[config.mk]
export PLATFORM = sky130hd
export DESIGN_NAME = steer_motor_guard_deadtime_unit
export DESIGN_NICKNAME = d
export VERILOG_FILES = /design/src/hw/rtl/smgd_pkg.sv /design/src/hw/rtl/smgd_cfg_regs.sv /design/src/hw/rtl/smgd_step.sv /design/src/hw/rtl/steer_motor_guard_deadtime_unit.sv
export SDC_FILE = /design/constraint.sdc
export NUM_CORES = 1
export LEC_CHECK = 0
export ABC_AREA = 1
export BUFFER_PORTS_ARGS = -buffer_cell sky130_fd_sc_hd__buf_2
export CAP_MARGIN = 20
export CORE_ASPECT_RATIO = 1.5
export CORE_MARGIN = 4
export CORE_UTILIZATION = 35
export CTS_BUF_LIST = sky130_fd_sc_hd__clkbuf_4 sky130_fd_sc_hd__clkbuf_8
export DETAILED_ROUTE_END_ITERATION = 10
export PLACE_DENSITY = 0.55
export SYNTH_ARGS = -nofsm -noshare
export SYNTH_HDL_FRONTEND = slang
export SYNTH_HIERARCHICAL = 1
export SYNTH_SLANG_ARGS = --single-unit
[constraint.sdc]
create_clock -name clk -period 9.9 [get_ports clk]
set_input_delay 1.98 -clock clk [delete_from_list [all_inputs] [get_ports clk]]
set_output_delay 1.98 -clock clk [all_outputs]
set_load 0.01 [all_outputs]
[src/hw/rtl/smgd_pkg.sv]
// Shared types, codes and fixed-point constants for the steering motor guard.
// Used by every module of the block; depends on nothing else.

package smgd_pkg;

	// Input beat operation codes.
	localparam logic [1:0] OP_RUN        = 2'd0;
	localparam logic [1:0] OP_SET_POWER  = 2'd1;
	localparam logic [1:0] OP_SET_ENABLE = 2'd2;

	// Configuration register indexes.
	localparam logic [2:0] REG_END_STOP    = 3'd0;
	localparam logic [2:0] REG_BRAKE_START = 3'd1;
	localparam logic [2:0] REG_BRAKE_STOP  = 3'd2;
	localparam logic [2:0] REG_BRAKE_POWER = 3'd3;
	localparam logic [2:0] REG_DEAD_TIME   = 3'd4;
	localparam logic [2:0] REG_POWER_SCALE = 3'd5;
	localparam logic [2:0] REG_MIN_COMMAND = 3'd6;

	localparam int CFG_INDEX_W = 3;
	localparam int CFG_DATA_W  = 16;

	// Result status codes.
	typedef enum logic [2:0] {
		ST_RUNNING  = 3'd0,
		ST_DEADTIME = 3'd1,
		ST_DISABLED = 3'd2,
		ST_FAULT    = 3'd3,
		ST_ACCEPTED = 3'd4,
		ST_REJECTED = 3'd5
	} status_t;

	// Guard codes.
	localparam logic [1:0] GUARD_NONE    = 2'd0;
	localparam logic [1:0] GUARD_POS     = 2'd1;
	localparam logic [1:0] GUARD_NEG     = 2'd2;
	localparam logic [1:0] GUARD_NOT_CAL = 2'd3;

	// Angle reading that flags a sensor fault.
	localparam logic signed [15:0] FAULT_ANGLE = 16'sd666;

	// Division by 100 as a multiply by 5243 and a right shift of 19. Exact for
	// every product below 2^15, which covers both uses here.
	localparam int RECIP_SHIFT = 19;
	localparam logic [12:0] RECIP_100 = 13'd5243;
	// Duty factor: 255 / 100 in the same fixed-point form.
	localparam logic [20:0] DUTY_K = 21'd1336965;
	localparam logic [6:0] SCALE_RESET = 7'd100;
	// Reset value of the combined scale factor, 100 * 5243.
	localparam logic [19:0] SCALE_K_RESET = 20'd524300;

	localparam logic [7:0] DUTY_MAX = 8'd255;

	// Configuration register contents, with the derived scale factor.
	typedef struct packed {
		logic [14:0] end_stop;
		logic [14:0] brake_start;
		logic [14:0] brake_stop;
		logic [6:0]  brake_power;
		logic [15:0] dead_time;
		logic [6:0]  min_command;
		logic [19:0] scale_k;
	} cfg_t;

	// One input beat.
	typedef struct packed {
		logic [1:0]         op;
		logic signed [7:0]  power_command;
		logic               enable_value;
		logic signed [15:0] steer_angle;
		logic               not_calibrated;
		logic [31:0]        now_ms;
	} item_t;

	// Bridge controller state.
	typedef struct packed {
		logic              enabled;
		logic signed [7:0] target;
		logic signed [7:0] applied;
		logic              dir;
		logic [7:0]        duty;
		logic [31:0]       dead_start;
	} state_t;

	// One result beat.
	typedef struct packed {
		logic [7:0] pwm_duty;
		logic       direction;
		status_t    status;
		logic [1:0] guard;
		logic       braking;
	} result_t;

endpackage

[src/hw/rtl/smgd_cfg_regs.sv]
// Configuration register bank of the steering motor guard.
// Depends on smgd_pkg for the register indexes and the cfg_t bundle.

module smgd_cfg_regs (
	input  logic                                clk,
	input  logic                                arst_n,
	input  logic                                wr_en,
	input  logic [smgd_pkg::CFG_INDEX_W-1:0]    wr_index,
	input  logic [smgd_pkg::CFG_DATA_W-1:0]     wr_data,
	output smgd_pkg::cfg_t                      cfg
);
	import smgd_pkg::*;

	cfg_t cfg_q;

	// Register writes; a power scale write also refreshes the fixed-point factor.
	always_ff @(posedge clk or negedge arst_n) begin
		if (!arst_n) begin
			cfg_q.end_stop    <= '0;
			cfg_q.brake_start <= '0;
			cfg_q.brake_stop  <= '0;
			cfg_q.brake_power <= '0;
			cfg_q.dead_time   <= '0;
			cfg_q.min_command <= '0;
			cfg_q.scale_k     <= SCALE_K_RESET;
		end else if (wr_en) begin
			case (wr_index)
				REG_END_STOP:    cfg_q.end_stop    <= wr_data[14:0];
				REG_BRAKE_START: cfg_q.brake_start <= wr_data[14:0];
				REG_BRAKE_STOP:  cfg_q.brake_stop  <= wr_data[14:0];
				REG_BRAKE_POWER: cfg_q.brake_power <= wr_data[6:0];
				REG_DEAD_TIME:   cfg_q.dead_time   <= wr_data;
				REG_POWER_SCALE: cfg_q.scale_k     <= 20'(wr_data[6:0]) * 20'(RECIP_100);
				REG_MIN_COMMAND: cfg_q.min_command <= wr_data[6:0];
				default: begin
				end
			endcase
		end
	end

	assign cfg = cfg_q;

endmodule

[src/hw/rtl/smgd_step.sv]
// Single-pass step logic: next controller state and result for one beat.
// Depends on smgd_pkg; purely combinational, registered by the top level.

module smgd_step (
	input  smgd_pkg::item_t   item,
	input  smgd_pkg::state_t  cur,
	input  smgd_pkg::cfg_t    cfg,
	output smgd_pkg::state_t  nxt,
	output smgd_pkg::result_t res
);
	import smgd_pkg::*;

	logic [7:0]         cmd_abs;
	logic               cmd_ok;
	logic [6:0]         cmd_mag;
	logic [26:0]        scaled;
	logic [6:0]         scaled_mag;
	logic signed [7:0]  cmd_target;

	logic               en_next;
	logic signed [16:0] angle_x;
	logic [16:0]        angle_mag;
	logic signed [15:0] lim_pos;
	logic signed [15:0] lim_neg;
	logic               above;
	logic               below;
	logic               in_window;
	logic signed [7:0]  brake_target;
	logic signed [7:0]  tgt;

	logic               app_pos;
	logic               app_neg;
	logic               tgt_pos;
	logic               tgt_neg;
	logic               sign_change;
	logic [31:0]        elapsed;
	logic               dead_done;

	logic [7:0]         tgt_abs;
	logic [27:0]        duty_prod;
	logic [8:0]         duty_full;
	logic [7:0]         duty_val;

	// Power command: range check, dead band and percent scaling.
	always_comb begin
		cmd_abs    = item.power_command[7] ? 8'(-item.power_command) : item.power_command;
		cmd_ok     = (item.power_command >= -8'sd100) && (item.power_command <= 8'sd100);
		cmd_mag    = (cmd_abs[6:0] <= cfg.min_command) ? 7'd0 : cmd_abs[6:0];
		scaled     = 27'(cmd_mag) * 27'(cfg.scale_k);
		scaled_mag = scaled[RECIP_SHIFT+6:RECIP_SHIFT];
		cmd_target = item.power_command[7] ? -$signed({1'b0, scaled_mag})
		                                   : $signed({1'b0, scaled_mag});
	end

	// End-stop and calibration guard with the reverse-brake window.
	always_comb begin
		en_next   = (item.op == OP_SET_ENABLE) ? item.enable_value : cur.enabled;
		angle_x   = 17'(item.steer_angle);
		angle_mag = item.steer_angle[15] ? 17'(-angle_x) : 17'(angle_x);
		lim_pos   = $signed({1'b0, cfg.end_stop});
		lim_neg   = -lim_pos;
		above     = item.steer_angle > lim_pos;
		below     = item.steer_angle < lim_neg;
		in_window = (angle_mag > 17'(cfg.brake_start)) && (angle_mag < 17'(cfg.brake_stop));
		if (item.steer_angle > 16'sd0) begin
			brake_target = $signed({1'b0, cfg.brake_power});
		end else if (item.steer_angle < 16'sd0) begin
			brake_target = -$signed({1'b0, cfg.brake_power});
		end else begin
			brake_target = 8'sd0;
		end
		tgt = cur.target;
		if (above || below || item.not_calibrated) begin
			tgt = in_window ? brake_target : 8'sd0;
		end
	end

	// Direction change detection, dead time and duty scaling.
	always_comb begin
		app_pos     = !cur.applied[7] && (cur.applied != 8'sd0);
		app_neg     = cur.applied[7];
		tgt_pos     = !tgt[7] && (tgt != 8'sd0);
		tgt_neg     = tgt[7];
		sign_change = (app_pos != tgt_pos) || (app_neg != tgt_neg);
		elapsed     = item.now_ms - cur.dead_start;
		dead_done   = elapsed >= 32'(cfg.dead_time);
		tgt_abs     = tgt[7] ? 8'(-tgt) : 8'(tgt);
		duty_prod   = 28'(tgt_abs) * 28'(DUTY_K);
		duty_full   = duty_prod[RECIP_SHIFT+8:RECIP_SHIFT];
		duty_val    = (duty_full > 9'(DUTY_MAX)) ? DUTY_MAX : duty_full[7:0];
	end

	// Decision tree for one beat.
	always_comb begin
		nxt         = cur;
		res.guard   = GUARD_NONE;
		res.braking = 1'b0;
		res.status  = ST_RUNNING;
		if (item.op == OP_SET_POWER) begin
			if (cmd_ok) begin
				nxt.target = cmd_target;
				res.status = ST_ACCEPTED;
			end else begin
				res.status = ST_REJECTED;
			end
		end else if (item.steer_angle == FAULT_ANGLE) begin
			nxt.enabled = 1'b0;
			nxt.target  = 8'sd0;
			nxt.applied = 8'sd0;
			nxt.duty    = '0;
			res.status  = ST_FAULT;
		end else if (!en_next) begin
			nxt.enabled = 1'b0;
			nxt.target  = 8'sd0;
			nxt.applied = 8'sd0;
			nxt.duty    = '0;
			res.status  = ST_DISABLED;
		end else begin
			nxt.enabled = 1'b1;
			nxt.target  = tgt;
			if (above) begin
				res.guard = GUARD_POS;
			end else if (below) begin
				res.guard = GUARD_NEG;
			end else if (item.not_calibrated) begin
				res.guard = GUARD_NOT_CAL;
			end
			res.braking = (above || below || item.not_calibrated) && in_window;
			if (sign_change) begin
				nxt.dir        = tgt_pos;
				nxt.duty       = '0;
				nxt.dead_start = item.now_ms;
				nxt.applied    = tgt;
				res.status     = ST_DEADTIME;
			end else if (dead_done) begin
				nxt.applied = tgt;
				nxt.duty    = duty_val;
				res.status  = ST_RUNNING;
			end else begin
				res.status = ST_DEADTIME;
			end
		end
		res.pwm_duty  = nxt.duty;
		res.direction = nxt.dir;
	end

endmodule

[src/hw/rtl/steer_motor_guard_deadtime_unit.sv]
// Top level of the steering motor H-bridge guard with dead time.
// Depends on smgd_pkg, smgd_cfg_regs and smgd_step.
//
// Usage:
// The item channel (item_valid / item_stall) carries one command or run beat:
// op 0 runs a control step, op 1 loads a power command, op 2 writes the motor
// enable and then runs a step. Every accepted beat yields exactly one result
// beat on the result channel (result_valid / result_stall) with the duty,
// direction line, status, guard code and braking flag.
// The accepting edge loads the input register; the beat moves into the result
// register, raising result_valid, once that is free. Throughput is one beat per
// clock while result_stall is low; the controller state is updated as each beat
// moves on, so back-to-back beats see each other's effects with no bubble.
// While the receiver stalls a full result register, the input register holds
// its beat and item_stall rises once it is occupied; nothing is dropped.
// The configuration channel (cfg_valid / cfg_ready, cfg_index, cfg_data) is
// always ready and should be written only while no beat is in flight.
// Asynchronous reset clears the controller state, both valid flags and the
// registers to their defaults (power scale 100, everything else zero).

module steer_motor_guard_deadtime_unit (
	input  logic                             clk,
	input  logic                             arst_n,
	// Configuration write channel
	input  logic                             cfg_valid,
	output logic                             cfg_ready,
	input  logic [smgd_pkg::CFG_INDEX_W-1:0] cfg_index,
	input  logic [smgd_pkg::CFG_DATA_W-1:0]  cfg_data,
	// Item channel
	input  logic                             item_valid,
	output logic                             item_stall,
	input  logic [1:0]                       op,
	input  logic signed [7:0]                power_command,
	input  logic                             enable_value,
	input  logic signed [15:0]               steer_angle,
	input  logic                             not_calibrated,
	input  logic [31:0]                      now_ms,
	// Result channel
	output logic                             result_valid,
	input  logic                             result_stall,
	output logic [7:0]                       pwm_duty,
	output logic                             direction,
	output logic [2:0]                       status,
	output logic [1:0]                       guard,
	output logic                             braking
);
	import smgd_pkg::*;

	cfg_t    cfg;
	item_t   item_s1;
	logic    valid_s1;
	state_t  state_q;
	state_t  state_nxt;
	result_t res_nxt;
	result_t res_s2;
	logic    valid_s2;
	logic    advance;
	logic    item_accept;

	// Configuration registers.
	assign cfg_ready = 1'b1;

	smgd_cfg_regs u_cfg (
		.clk      (clk),
		.arst_n   (arst_n),
		.wr_en    (cfg_valid && cfg_ready),
		.wr_index (cfg_index),
		.wr_data  (cfg_data),
		.cfg      (cfg)
	);

	// Handshake: the result register frees up when empty or when taken.
	assign advance     = !valid_s2 || !result_stall;
	assign item_stall  = valid_s1 && !advance;
	assign item_accept = item_valid && !item_stall;

	// Input register.
	always_ff @(posedge clk or negedge arst_n) begin
		if (!arst_n) begin
			valid_s1 <= 1'b0;
		end else if (item_accept) begin
			valid_s1 <= 1'b1;
		end else if (advance) begin
			valid_s1 <= 1'b0;
		end
	end

	always_ff @(posedge clk) begin
		if (item_accept) begin
			item_s1.op             <= op;
			item_s1.power_command  <= power_command;
			item_s1.enable_value   <= enable_value;
			item_s1.steer_angle    <= steer_angle;
			item_s1.not_calibrated <= not_calibrated;
			item_s1.now_ms         <= now_ms;
		end
	end

	// Step logic.
	smgd_step u_step (
		.item (item_s1),
		.cur  (state_q),
		.cfg  (cfg),
		.nxt  (state_nxt),
		.res  (res_nxt)
	);

	// Controller state, updated as each beat moves into the result register.
	always_ff @(posedge clk or negedge arst_n) begin
		if (!arst_n) begin
			state_q <= '0;
		end else if (valid_s1 && advance) begin
			state_q <= state_nxt;
		end
	end

	// Result register.
	always_ff @(posedge clk or negedge arst_n) begin
		if (!arst_n) begin
			valid_s2 <= 1'b0;
		end else if (advance) begin
			valid_s2 <= valid_s1;
		end
	end

	always_ff @(posedge clk) begin
		if (valid_s1 && advance) begin
			res_s2 <= res_nxt;
		end
	end

	assign result_valid = valid_s2;
	assign pwm_duty     = res_s2.pwm_duty;
	assign direction    = res_s2.direction;
	assign status       = res_s2.status;
	assign guard        = res_s2.guard;
	assign braking      = res_s2.braking;

	// A fault or disabled result always reports the bridge switched off.
	assert property (@(posedge clk) disable iff (!arst_n)
		valid_s2 && (res_s2.status == ST_FAULT || res_s2.status == ST_DISABLED)
		|-> res_s2.pwm_duty == 8'd0)
	else $error("duty not zero on a fault or disabled result");

	// Guard codes only appear on control steps that reach the bridge.
	assert property (@(posedge clk) disable iff (!arst_n)
		valid_s2 && res_s2.guard != GUARD_NONE
		|-> (res_s2.status == ST_RUNNING || res_s2.status == ST_DEADTIME))
	else $error("guard reported on a step that does not drive the bridge");

	// Braking is only ever applied under an active guard.
	assert property (@(posedge clk) disable iff (!arst_n)
		valid_s2 && res_s2.braking |-> res_s2.guard != GUARD_NONE)
	else $error("braking without a guard");

	// A fault-angle run beat leaves the motor disabled.
	assert property (@(posedge clk) disable iff (!arst_n)
		valid_s1 && advance && item_s1.op != OP_SET_POWER
		&& item_s1.steer_angle == FAULT_ANGLE
		|=> !state_q.enabled)
	else $error("motor still enabled after a sensor fault");

	// A direction change always starts from zero duty.
	assert property (@(posedge clk) disable iff (!arst_n)
		valid_s1 && advance && state_nxt.dir != state_q.dir
		|=> state_q.duty == 8'd0)
	else $error("direction changed with duty applied");

endmodule

# Yosys cells after proc, flatten, opt, wreduce, memory -nomap -nowiden
# Cells that the tools add are included.
# word_totals
in_bits	84
out_inout_bits	18
reg_bits	230
rom_bits	0
latchBits	0
memories	0
elab_cells	138
ram_bits	0
# op_classes
n_div	0
n_bitwise	3
n_reduce_logical	35
shift	0
muxes	39
multipliers	3
order_cmp	11
eq_ne	13
n_addsub	7
# op_table
operator	n
$mux W8	15
$mux W32	3
$mux W17	3
$mux W41	1
$ge A32 B16 Y1	1
$sub A32 B32 Y32	1
$mul A8 B21 Y28 const B	1
$mul A7 B20 Y26	1
$mul A7 B13 Y20 const B	1
$reduce_and A2 Y1	9
$gt A17 B15 Y1	1
$lt A17 B15 Y1	1
$neg A16 Y17	1
$eq A16 B11 Y1 const B	1
$gt A16 B1 Y1 const B	1
$gt A16 B16 Y1	1
$lt A16 B1 Y1 const B	1
$lt A16 B16 Y1	1
$neg A15 Y16	1
$neg A7 Y8	2
$reduce_bool A8 Y1	2
$mux W7	2
$mux W1	10
$eq A3 B3 Y1 const B	3
other kinds (25)	47

# Depth between registers and ports, before layout
# logic_depth
depth_word	16
mapped_depth	52
ltp_nobuf	52

# Hierarchy
# The synthesis kept the hierarchy.
# by_module_without_submodules
module	area_per_inst_um2	cells_each	n_inst	seq_area_each_um2
smgd_step	12944.9	2054	1	0.0
smgd_cfg_regs	5355.1	610	1	2381.0
steer_motor_guard_deadtime_unit	4654.5	340	1	3753.6

# Least setup slack after synthesis
# No wires, ideal clock.
# synth_timing
path_type	register -> register
start	reg u_cfg.cfg_q (netlist bit u_cfg/cfg[80])
end	reg res_s2 (netlist bit pwm_duty[7]), data pin
setup_slack_ns	2.222
setup_time_ns	0.251
period_less_slack_ns	7.678
n_path_buf	1
path_stages_with_launch	48
t_required_ns	9.649
t_arrival_ns	7.427
path_cell_list	dfrtp_1 > inv_1 > ha_1 > nand2_1 > nor4_1 > nand3_1 > nor2_1 > nand4_1 > nor3_1 > xor2_1 > ha_1 > nand2_1 > inv_2 > nand3_1 > a21oi_1 > nor2_1 > nand2_1 > nand2_1 > [... 12 more ...] > fa_1 > fa_1 > fa_1 > inv_1 > ha_1 > a21oi_1 > o21ai_0 > a21oi_1 > o21ai_0 > a221oi_1 > nand2_1 > nand2_1 > nand3_1 > nand2_1 > nand2_1 > nand2_1 > nand2_1 > buf_4
# synth_lines
element	line	source
start, declared	smgd_cfg_regs.sv:14	cfg_t cfg_q;
end signal, assigned	steer_motor_guard_deadtime_unit.sv:128	res_s2 <= res_nxt;
end, declared	steer_motor_guard_deadtime_unit.sv:55	result_t res_s2;

==> qor.yml <==
cts_max_path_buffers: 3
slowest_stage: "fa_1"
clock_latency_ns: 0.63
outcome: "complete, no violations"
worstPathArrival_ns: 9.25
antenna_found_initial: 2
cp-start-kind: "register"
crit_path_frequent_cell: "nand2_1"
die_area_um2: 69800
p_seq_share_pct: 20.4
io_buffers: 100
ys_seq_elements: 230
wirelength_mm: 62.4
cts_tree: "done"
max_slew_margin_pct: 34.1
drtAntennaViolNets: 0
setup_viol: 0
drt_iter0_markers: 940
slowest_delay_ns: 0.54
fmax_mhz: 112
synthCells: 3004
synth_flop_cell: "dfrtp_1"
cap_violations: 0
switching_power_w: 0.00352
htree_num_levels: 2
ys_seq_area_share_pct: 26.7
critPathKind: "reg2reg"
postCtsSetupBuffers: 0
power_density_nw_per_um2: 276
initial_core_util_pct: 35.4
period_needed_ns: 8.89
cts_resized: 0
grt_max_degree: 67
grt.overflow.total: 0
setup-tns-final_ns: 0
nNetsFinal: 3580
die_h_um: 322
combPwrFrac_pct: 64.5
synthArstFlopShare_pct: 67.4
hpwl_mm: 48.9
syn_nets: 3492
finalPower_w: 0.00696
num_vias: 19400
power_leakage_nw: 13.3
fin_cells: 3999
fin_skew_ns: 0.0386
p_clk_share_pct: 15.0
area_delta_synth_final_pct: 9.79
grt.total_usage_pct: 18.1
dr.pass1.iters: 6
path_buf_inv: 5
ys_warn_count: 6
hold_violations: 0
syn_area_um2: 23000
hp-class: "reg2reg"
slew_viol_final: 0
drcViolationCount: 0
cts_sinks: 230
cts_buffers: 44
finish.utilization_pct: 38.9
cts.clk_slew.worst_paths_ns: 0.06
worstPathMaxFanout: 11
synth_edf_count: 75
drive_gt1_share_pct: 8.86
period_share_pct: 89.8
crit_path_end_kind: "register"
gp_congestion: 0.886
core-area_um2: 64800
worst_pin_slew_ns: 0.986
cp_top_family: "simple AND/OR/NAND/NOR gates"
io_pins: 102
grt_pass1_vias: 20000
synth_cell_types: 64
die_x_um: 217
hold_buffers: 0
cts_root_buf: "clkbuf_8"
swShare_pct: 50.6
rows: 114
syn_area_per_cell_um2: 7.64
grt_pass1_wl_mm: 102
drt-vias-per-instance: 4.84
wl_per_cell_um: 15.6
intPower_w: 0.00344
rsz0062_at_grt: "no"
dp.cells: 3916
critical_path_required_ns: 10.26
peakVddDrop_uv: 126
-- state kept, by name, summed over array words and instances (netlist names) --
| signal | flops |
|---|---|
| u_cfg/cfg | 95 |
| item_s1 | 60 |
| state_q | 58 |
| pwm_duty | 8 |
| status | 3 |
| guard | 2 |
| braking | 1 |
| direction | 1 |
| result_valid | 1 |
| valid_s1 | 1 |
-- stage by stage --
step / worst slack (ns) / hold slack (ns) / cell area, µm²
floorplan: 2.22 / 0.442 / 23000
global placement: 1.17 / 0.454 / 24200
detailed placement: 1.06 / 0.459 / 24200
CTS: 1.03 / 0.474 / 25200
global route: 0.0969 / 0.488 / 25200
finish: 1.01 / 0.468 / 25200
-- power groups by stage --
stage,Combinational (W),Clock [W],Sequential [W]
final,0.00449,0.00105,0.00142
after global routing,0.00522,0.00113,0.00146
after CTS,0.00454,0.00110,0.00143
after detailed placement,0.00451,0,0.00144
after global placement,0.00448,0,0.00144
after floorplan,0.00346,0,0.00136
-- tightest hold or removal path: stages, from the launching register on --
cell	delay [ns]
dfrtp_1	0.34
nand2_1	0.05
nand2_1	0.05
-- per-layer routing --
layer	routed length (µm)	up-vias	global-route usage (%)	part of all wire, %
met5	7	-	0	0.011
met4	2450	2	6.93	3.9
met3	2050	129	2.03	3.3
met2	32700	361	34.4	52
met1	25200	9082	20.7	40
li1	-	9794	-	-
-- layout by cell type, fill, tap and decap left out, types with 8 or more instances in the layout --
cell type	synthesis	layout
inv_2	15	16
nand4_1	35	35
a31oi_1	12	12
nor2_1	202	202
buf_4	13	10
edfxtp_1	75	75
buf_2	26	99
nand3b_1	10	10
clkbuf_8	0	51
xnor2_1	27	27
o21ai_1	44	44
nor3_1	24	24
clkbuf_4	0	9
dfrtp_1	152	151
ha_1	281	281
a21o_1	11	11
nor2_2	11	11
fa_1	123	123
nand2_1	828	828
clkinv_1	8	17
inv_1	484	483
nand3_1	151	151
a21oi_1	159	159
nand2_2	18	18
xor2_1	49	49
nor4_1	8	8
o21ai_0	111	111
nand3_2	11	11
-- final timing paths --
| path | end | depth (start not counted) | slack, ns | startpoint |
|---|---|---|---|---|
| setup / recovery | pwm_duty[7] | 45 | 1.01 | u_cfg/cfg[80] |
| hold / removal | state_q[5] | 2 | 0.47 | state_q[5] |
| setup reg to reg | pwm_duty[7] | 45 | 1.01 | u_cfg/cfg[80] |
| hold reg to reg | state_q[5] | 2 | 0.47 | state_q[5] |
| max in group asynchronous | u_cfg/cfg[81] | 3 | 6.66 | arst_n |
| min in group asynchronous | state_q[35] | 1 | 1.26 | arst_n |
-- cell families after synthesis --
group / Yosys count / share of synthesized area (%)
compound gates: 379 / 9.16
xor+xnor: 78 / 3.04
fa+ha+maj: 404 / 26.0
buf+inv: 576 / 9.99
flops: 230 / 26.7
mux: 3 / 0.136
other cells: 1 / 0.0163
simple gates: 1333 / 24.9
-- layout make-up --
type | instances | area (µm²)
repair buffers | 110 | 582
flip-flops and latches | 230 | 6140
clock inverters | 22 | 186
multi-input cells | 2198 | 14500
inverters | 508 | 1910
fillers | 6974 | 39600
clock buffers | 60 | 769
diodes | 1 | 2.50
well taps | 870 | 1090
-- cells in the mapped netlist, types with 4 or more instances --
cell type | n | area [µm²]
nand2_1 | 828 | 3110
inv_1 | 484 | 1820
ha_1 | 281 | 3520
nor2_1 | 202 | 758
a21oi_1 | 159 | 796
dfrtp_1 | 152 | 3800
nand3_1 | 151 | 756
fa_1 | 123 | 2460
o21ai_0 | 111 | 556
edfxtp_1 | 75 | 2250
xor2_1 | 49 | 429
o21ai_1 | 44 | 220
nand4_1 | 35 | 219
xnor2_1 | 27 | 236
buf_2 | 26 | 130
nor3_1 | 24 | 120
clkbuf_1 | 23 | 86.3
nand2_2 | 18 | 113
inv_2 | 15 | 56.3
buf_4 | 13 | 97.6
a31oi_1 | 12 | 75.1
a21o_1 | 11 | 82.6
nand3_2 | 11 | 110
nor2_2 | 11 | 68.8
nand3b_1 | 10 | 75.1
clkinv_1 | 8 | 30.0
nor4_1 | 8 | 50.1
o21a_1 | 7 | 52.6
or2_1 | 7 | 43.8
buf_6 | 6 | 67.6
a211oi_1 | 5 | 37.5
or2_2 | 5 | 31.3
a221oi_1 | 4 | 35.0
nor3_2 | 4 | 40.0
o211ai_1 | 4 | 30.0
o21ai_2 | 4 | 35.0
o21bai_1 | 4 | 30.0
Power figures use the tool's default switching activity.
